`src/rtl/hts_pkg.sv`:
```
`timescale 1ns / 1ps
package hts_pkg;

  localparam int FRAC_BITS = 16;
  localparam logic [16:0] FRAC_ONE = 17'h10000;

  typedef enum logic {
    OP_WRITE = 1'b0,
    OP_QUERY = 1'b1
  } op_t;

  typedef enum logic [2:0] {
    REG_MAP_RESOLUTION   = 3'd0,
    REG_GRID_SQUARE_SIZE = 3'd1,
    REG_ORIGIN_X         = 3'd2,
    REG_ORIGIN_Z         = 3'd3,
    REG_HALF_EXTENT      = 3'd4
  } reg_index_t;

  typedef struct packed {
    logic        op;
    logic [6:0]  cell_x;
    logic [6:0]  cell_y;
    logic signed [31:0] height_value;
    logic signed [31:0] world_x;
    logic signed [31:0] world_z;
  } item_in_t;

  typedef struct packed {
    logic        found;
    logic signed [31:0] height;
  } item_out_t;

  typedef enum logic [3:0] {
    ST_IDLE,
    ST_CLEAR,
    ST_DIV_X,
    ST_DIV_Z,
    ST_CHECK,
    ST_READ,
    ST_MAC,
    ST_ROUND,
    ST_DONE
  } state_t;

  typedef struct packed {
    logic        start;
    logic [33:0] dividend;
    logic [30:0] divisor;
  } div_req_t;

  typedef struct packed {
    logic        done;
    logic [33:0] quotient;
    logic [15:0] frac;
  } div_rsp_t;

endpackage

```
`src/rtl/hts_divider.sv`:
```
`timescale 1ns / 1ps
module hts_divider (
  input  logic              clk,
  input  logic              rst,
  input  hts_pkg::div_req_t req,
  output hts_pkg::div_rsp_t rsp
);
  import hts_pkg::*;

  // Restoring division, one bit a cycle: 34 quotient bits, then 16 fraction bits.
  localparam int STEPS = 50;

  logic [49:0] shreg;
  logic [31:0] rem;
  logic [30:0] dsor;
  logic [5:0]  count;
  logic        busy;
  logic        done;
  logic [32:0] trial;

  assign trial = {rem, shreg[49]} - {2'b0, dsor};

  always_ff @(posedge clk) begin
    if (rst) begin
      busy  <= 1'b0;
      count <= '0;
      done  <= 1'b0;
    end else begin
      done <= 1'b0;
      if (req.start) begin
        busy  <= 1'b1;
        count <= '0;
        shreg <= {req.dividend, 16'b0};
        rem   <= '0;
        dsor  <= req.divisor;
      end else if (busy) begin
        if (!trial[32]) begin
          rem   <= trial[31:0];
          shreg <= {shreg[48:0], 1'b1};
        end else begin
          rem   <= {rem[30:0], shreg[49]};
          shreg <= {shreg[48:0], 1'b0};
        end
        count <= count + 6'd1;
        if (count == 6'(STEPS - 1)) begin
          busy <= 1'b0;
          done <= 1'b1;
        end
      end
    end
  end

  assign rsp.done     = done;
  assign rsp.quotient = shreg[49:16];
  assign rsp.frac     = shreg[15:0];

endmodule

```
`config.mk`:
```
export PLATFORM = sky130hd
export DESIGN_NAME = hts_divider
export DESIGN_NICKNAME = d
export VERILOG_FILES = /design/src/rtl/hts_pkg.sv /design/src/rtl/hts_divider.sv
export SDC_FILE = /design/constraint.sdc
export NUM_CORES = 1
export LEC_CHECK = 0
export ABC_AREA = 0
export ABC_CLOCK_PERIOD_IN_PS = 7900
export BUFFER_PORTS_ARGS = -buffer_cell sky130_fd_sc_hd__buf_4
export CORE_MARGIN = 2
export CORE_UTILIZATION = 25
export DETAILED_ROUTE_END_ITERATION = 8
export HOLD_SLACK_MARGIN = 0.03
export PLACE_DENSITY = 0.46
export SYNTH_ARGS = -nofsm -noshare
export SYNTH_HDL_FRONTEND = slang
export SYNTH_SLANG_ARGS = --single-unit
```
`constraint.sdc`:
```
create_clock -name clk -period 7.9 [get_ports clk]
set_input_delay 0.79 -clock clk [delete_from_list [all_inputs] [get_ports clk]]
set_output_delay 0.79 -clock clk [all_outputs]
set_load 0.05 [all_outputs]
```
==> results of run 1 <==
critical path, cell delays in order (launching register included):
cell and delay (ns):
edfxtp_1 0.40, ha_1 0.40, a21oi_1 0.35, nor2_1 0.07, o311a_1 0.37, or3_1 0.39, o211ai_1 0.19, o211a_1 0.62
buf_4 0.50, o311ai_0 0.24, mux2_2 0.31
cell type report:
cell class | instances | area (um2) | share of cell area
clock buffers | 18 | 429.2 | 0.05046
clock inverters | 14 | 183.9 | 0.02162
inverters | 40 | 150.1 | 0.01765
multi-input cells | 389 | 2861 | 0.3364
flip-flops and latches | 121 | 3553 | 0.4178
well taps | 335 | 419.2 | 0.04928
repair buffers | 121 | 908.4 | 0.1068
metal layers:
metal  part of all wire  vias up  track usage
li1                   -     2348            -
met1               0.44     2264       0.1469
met2               0.46      168       0.1909
met3              0.087       23      0.05200
met4              0.019        0      0.04272
met5                  0        -            0
through the flow:
step	util	cell area [um2]	power, uW
finish	0.3255	8506	2136
floorplan	-	6675	1192
global route	0.3255	8506	2241
detailed placement	0.3020	7893	1319
global placement	0.3020	7893	1317
CTS	0.3255	8506	2157
path summary, 6_finish.rpt:
| check | start | endpoint | slack, ns | depth (start not counted) |
|---|---|---|---|---|
| setup / recovery | rem[20]$_SDFFCE_PP0P_ | rem[31]$_SDFFCE_PP0P_ | 3.78 | 10 |
| hold reg to reg | count[5]$_SDFFE_PP0P_ | busy$_SDFF_PP0_ | 0.50 | 1 |
| hold / removal | count[5]$_SDFFE_PP0P_ | busy$_SDFF_PP0_ | 0.50 | 1 |
| setup reg to reg | rem[20]$_SDFFCE_PP0P_ | rem[31]$_SDFFCE_PP0P_ | 3.78 | 10 |
where the power goes:
| group | internal [uW] | switching [uW] | total [uW] |
|---|---|---|---|
| sequential | 767 | 25.4 | 792 |
| combinational | 215 | 299 | 514 |
| clock | 505 | 325 | 830 |
state kept, by name (all words and copies together) (netlist names):
| register | flops |
|---|---|
| count | 6 |
| shreg | 50 |
| rem | 32 |
| dsor | 31 |
| done | 1 |
| busy | 1 |
placed cells by master, fill, tap and decap left out, types with 7 or more instances in the layout:
cell         n
edfxtp_1   113
ha_1        33
o21ai_0     20
nand2_1     20
o211ai_1     7
a21o_1      11
xor2_1      11
nand4_1     10
or3_1        7
dfxtp_1      8
xnor2_1     18
mux2_2      36
nor2b_1     17
inv_1       40
buf_4      121
a21oi_1     38
clkbuf_16   17
nand2b_1     8
nand3_1     10
nor2_1      49
mux2i_1     23
cell families (layout without fill, tap and decap cells):
| logic type | Yosys count | in the layout |
|---|---|---|
| AOI/OAI and AO/OA | 114 | 114 |
| xor gates and xnor gates | 29 | 29 |
| adders and majority gates | 34 | 34 |
| buffers and inverters | 64 | 193 |
| DFF | 121 | 121 |
| muxes | 62 | 62 |
| and+or+nand+nor | 150 | 150 |
==> metrics, run 1 <==
wire per inst 15.84 um; Post-Syn Area 6675 um2; CP Data Arrival Time 4.29 ns; CTS tree built; PortBufs 118; die width 167.4 um; vias in the first global route 5195; final number of max-transition violations 0; cell count after placement 1006; Tcrit/Tclk final 0.5215; Final min period 4.120 ns; startpoint types register; synth top area cells edfxtp_1 51%, ha_1 6.2%, mux2_2 6.1%; FF+latch count, synth 121; simple-gate share of the synthesized area 0.1119; GRT overflow 0; Site Rows 59; most numerous cell in the Yosys netlist edfxtp_1; worst slew pin tran 0.9826 ns; setup slack after layout 3.780 ns; power density cells 251.1 nW/um2; hold_ws 0.4992 ns; average vias per placed instance 4.627; endpoints failing hold 0; # clock sinks 121; Yosys warnings 0; 1st-pass router iterations 6; vias 4803; post-route ant nets 0; Async SR Flop Fraction 0; number of hold buffers added after CTS 0; XOR/XNOR share of the synthesized area 0.03805; layout cell share with drive strength beyond 1 0.2888; Initial Util 0.2554; status finished, violations left; GRT Util Overall 0.1206; drc violations 4; Fin Setup TNS 0 ns; DR iter-0 viols 233; Worst Skew 0.01417 ns; CTS Root Cell clkbuf_16; Worst-path clk slew 0.06 ns; core area 26130 um2; Die Footprint 28020 um2; # IOs 119; crit-path max FO 25; EDFF count, synth 113; synth-to-layout area growth 27.42%; mux share of post-synthesis cell area 0.1020; first-pass GRT wire length 26.83 mm; pin count of the biggest net entering global routing 80; htree depth 4; RePlAce Congestion 0.8106; fillcell total 2659; Max-cap violations 0; post-CTS sizing 0; most instantiated cells after synthesis 113 x edfxtp_1, 51 x nor2_1, 40 x inv_1, 38 x a21oi_1, 36 x mux2_2; Hold Path Class register to register; cell accounting for the most synthesized area edfxtp_1; fmax 0.2427 GHz; n_diodes 0; slew margin rel. 0.3434; main combinational cell family by area after synthesis simple AND/OR/NAND/NOR gates; sequential area share after synthesis 0.5323; Distinct cells, synth 53; top_reg_cell synth edfxtp_1; share of the synthesized area in the top cell type 0.5083; Synth Area in Compound Gates 0.1097; worst skew pair latency 0.42 ns; Routed WL 16.44 mm; P_leak 0.003445 uW; initial antenna violation count 0; RSZ-0062 raised after global routing false; Die Y 167.4 um; Cell Count, Final, Fillers Out 1038; Syn Inst Count 574; # nets final 792; adder-cell share of the synthesized area 0.06485; Placement Setup Slack 3.833 ns; Setup crit end kind register; CP Class register to register; hpwl dp 11.52 mm; Peak VDD IR 0.1097 mV; TritonCTS buffer count 17; failing checks DRC; post-CTS setup buffers 0; CP Data Required Time 8.07 ns; Net Count, Synth 676; Max Root-Sink Buffers 2; Avg Cell Area, Syn 11.63 um2; # setup viols final 0
(Power assumes the default switching activity.)
==> run 2, diff against run 1 <==
--- a/config.mk
+++ b/config.mk
@@ -6,7 +6,7 @@
 export NUM_CORES = 1
 export LEC_CHECK = 0
 export ABC_AREA = 0
-export ABC_CLOCK_PERIOD_IN_PS = 7900
+export ABC_CLOCK_PERIOD_IN_PS = 3800
 export BUFFER_PORTS_ARGS = -buffer_cell sky130_fd_sc_hd__buf_4
 export CORE_MARGIN = 2
 export CORE_UTILIZATION = 25
==> constraint.sdc (replaced) <==
create_clock -name clk -period 3.8 [get_ports clk]
set_input_delay 0.38 -clock clk [delete_from_list [all_inputs] [get_ports clk]]
set_output_delay 0.38 -clock clk [all_outputs]
set_load 0.05 [all_outputs]
==> run 2 against run 1 <==
- the run still ends with DRC left
- core utilization is 0.067 points higher
- register-to-register slack worse by 3.3 ns
- sequential power is 110% higher
- first-iteration DRC count is 8.6% higher
- sequential cell count stayed put
- setup slack worse by 3.3 ns
- routed wire length is 1.3% higher
- non-clock buffer count is 2 higher
- largest power group unchanged
==> metrics, run 2 (same netlist as run 1, synthesis figures left out) <==
Setup crit end kind register; htree depth 4 (unchanged); first-pass GRT wire length 26.73 mm (-0.39%); commonest cells after routing, fill and taps aside 123 x buf_4, 113 x edfxtp_1, 49 x nor2_1; n_diodes 0 (unchanged); Die Footprint 28020 um2 (unchanged); Fin Setup TNS 0 ns (unchanged); CP Data Required Time 3.96 ns (-4.11 ns); P_leak 0.003450 uW (+0.17%); # clock sinks 121 (unchanged); post-CTS setup buffers 0 (unchanged); core area 26130 um2 (unchanged); Final min period 3.303 ns (-0.8163 ns); Initial Util 0.2554 (unchanged); # setup viols final 0 (unchanged); worst skew pair latency 0.42 ns (about the same); RePlAce Congestion 0.8422 (+3.9%); Hold Path Class input port to register; drc violations 3 (-1); GRT Util Overall 0.1208 (+0.0002031); commonest non-fill, non-tap cell in the layout buf_4; Largest regs shreg (50), rem (32), dsor (31); Tcrit/Tclk final 0.8693 (+0.3478); Routed WL 16.66 mm (+1.3%); Max-cap violations 0 (unchanged); CP Class register to register; layout cell share with drive strength beyond 1 0.2908 (+0.002018); post-CTS sizing 0 (unchanged); average vias per placed instance 4.686 (+1.3%); CTS tree built; Peak VDD IR 0.2999 mV (+170%); Reg with most FFs shreg; Placement Setup Slack 0.5177 ns (-3.315 ns); post-route ant nets 0 (unchanged); worst slew pin tran 0.9927 ns (+0.01013 ns); CTS Root Cell clkbuf_16; startpoint types register; Worst Skew 0.01251 ns (-0.001668 ns); setup slack after layout 0.4967 ns (-3.284 ns); RSZ-0062 raised after global routing false; # nets final 794 (+0.25%); status finished, violations left; die width 167.4 um (unchanged); Worst-path clk slew 0.07 ns (about the same); Site Rows 59 (unchanged); # IOs 119 (unchanged); number of hold buffers added after CTS 0 (unchanged); PortBufs 118 (unchanged); endpoints failing hold 0 (unchanged); power density cells 521.6 nW/um2 (+110%); wire per inst 16.01 um (+1.1%); CP Data Arrival Time 3.46 ns (-0.83 ns); TritonCTS buffer count 17 (unchanged); Die Y 167.4 um (unchanged); Largest register FFs 50 (unchanged); synth-to-layout area growth 27.69%; pin count of the biggest net entering global routing 66 (-18%); failing checks DRC; slew margin rel. 0.3366 (-0.006767); hpwl dp 11.76 mm (+2.0%); final number of max-transition violations 0 (unchanged); Final Power 4446 uW (+110%); crit-path max FO 18 (-28%); GRT overflow 0 (unchanged); Max Root-Sink Buffers 2 (unchanged); vias 4873 (+1.5%); fmax 0.3027 GHz (+25%); vias in the first global route 5116 (-1.5%); initial antenna violation count 0 (unchanged); DR iter-0 viols 253 (+8.6%); Finished Core Util 0.3262 (+0.0006700); 1st-pass router iterations 7 (+1)
run 2: cell count changes in the layout (fill, tap and decap cells not counted):
cell        previous run  this run
buf_4                121       123
inv_6                  6         5
clkinv_4               2         3
clkinv_2               1         0
clkinvlp_4             1         2
run 2: per-stage QoR:
step                      area (um2)  hold slack (ns)  instances
after global routing            8523           0.1126       1040
after CTS                       8523           0.1163       1040
final                           8523           0.1298       1040
after floorplan                 6678           0.4430        574
after detailed placement        7908           0.4770       1008
after global placement          7908           0.4794       1008
run 2: worst max-delay path: stages (launching register included):
cell	delay (ns)
edfxtp_1	0.39
ha_1	0.41
a21oi_1	0.36
nor2_1	0.07
o311a_1	0.37
or3_1	0.40
o211ai_1	0.20
o211a_1	0.22
buf_4	0.31
mux2i_1	0.25
nor2_1	0.06
run 2: cell type report:
cell class,count,area [um2]
fill,2682,17610
sequential,121,3553
multi-input combinational,389,2861
timing repair buffer,123,923.4
clock buffer,18,429.2
tap,335,419.2
clock inverter,14,186.4
inverter,40,150.1
run 2: metal layers:
metal  up-vias  share of wire  track usage  wire (um)
li1       2353              -            -          -
met1      2343           0.45       0.1487       7461
met2       165           0.46       0.1930       7600
met3        12          0.087      0.05436       1445
met4         0         0.0089      0.03138        148
met5         -              0            0          0
run 2: path summary, 6_finish.rpt:
kind	startpoint	to	slack [ns]	cells after the start
worst max-delay path	rem[20]$_SDFFCE_PP0P_	rem[19]$_SDFFCE_PP0P_	0.50	10
worst min-delay path	req[24]	dsor[24]$_DFFE_PP_	0.13	1
worst max register to register	rem[20]$_SDFFCE_PP0P_	rem[19]$_SDFFCE_PP0P_	0.50	10
worst min register to register	count[5]$_SDFFE_PP0P_	busy$_SDFF_PP0_	0.52	1
run 2: where the power goes:
group / total (uW) / internal (uW) / switching (uW)
registers: 1650 / 1590 / 53.9
clock network: 1720 / 1050 / 675
logic: 1070 / 451 / 622
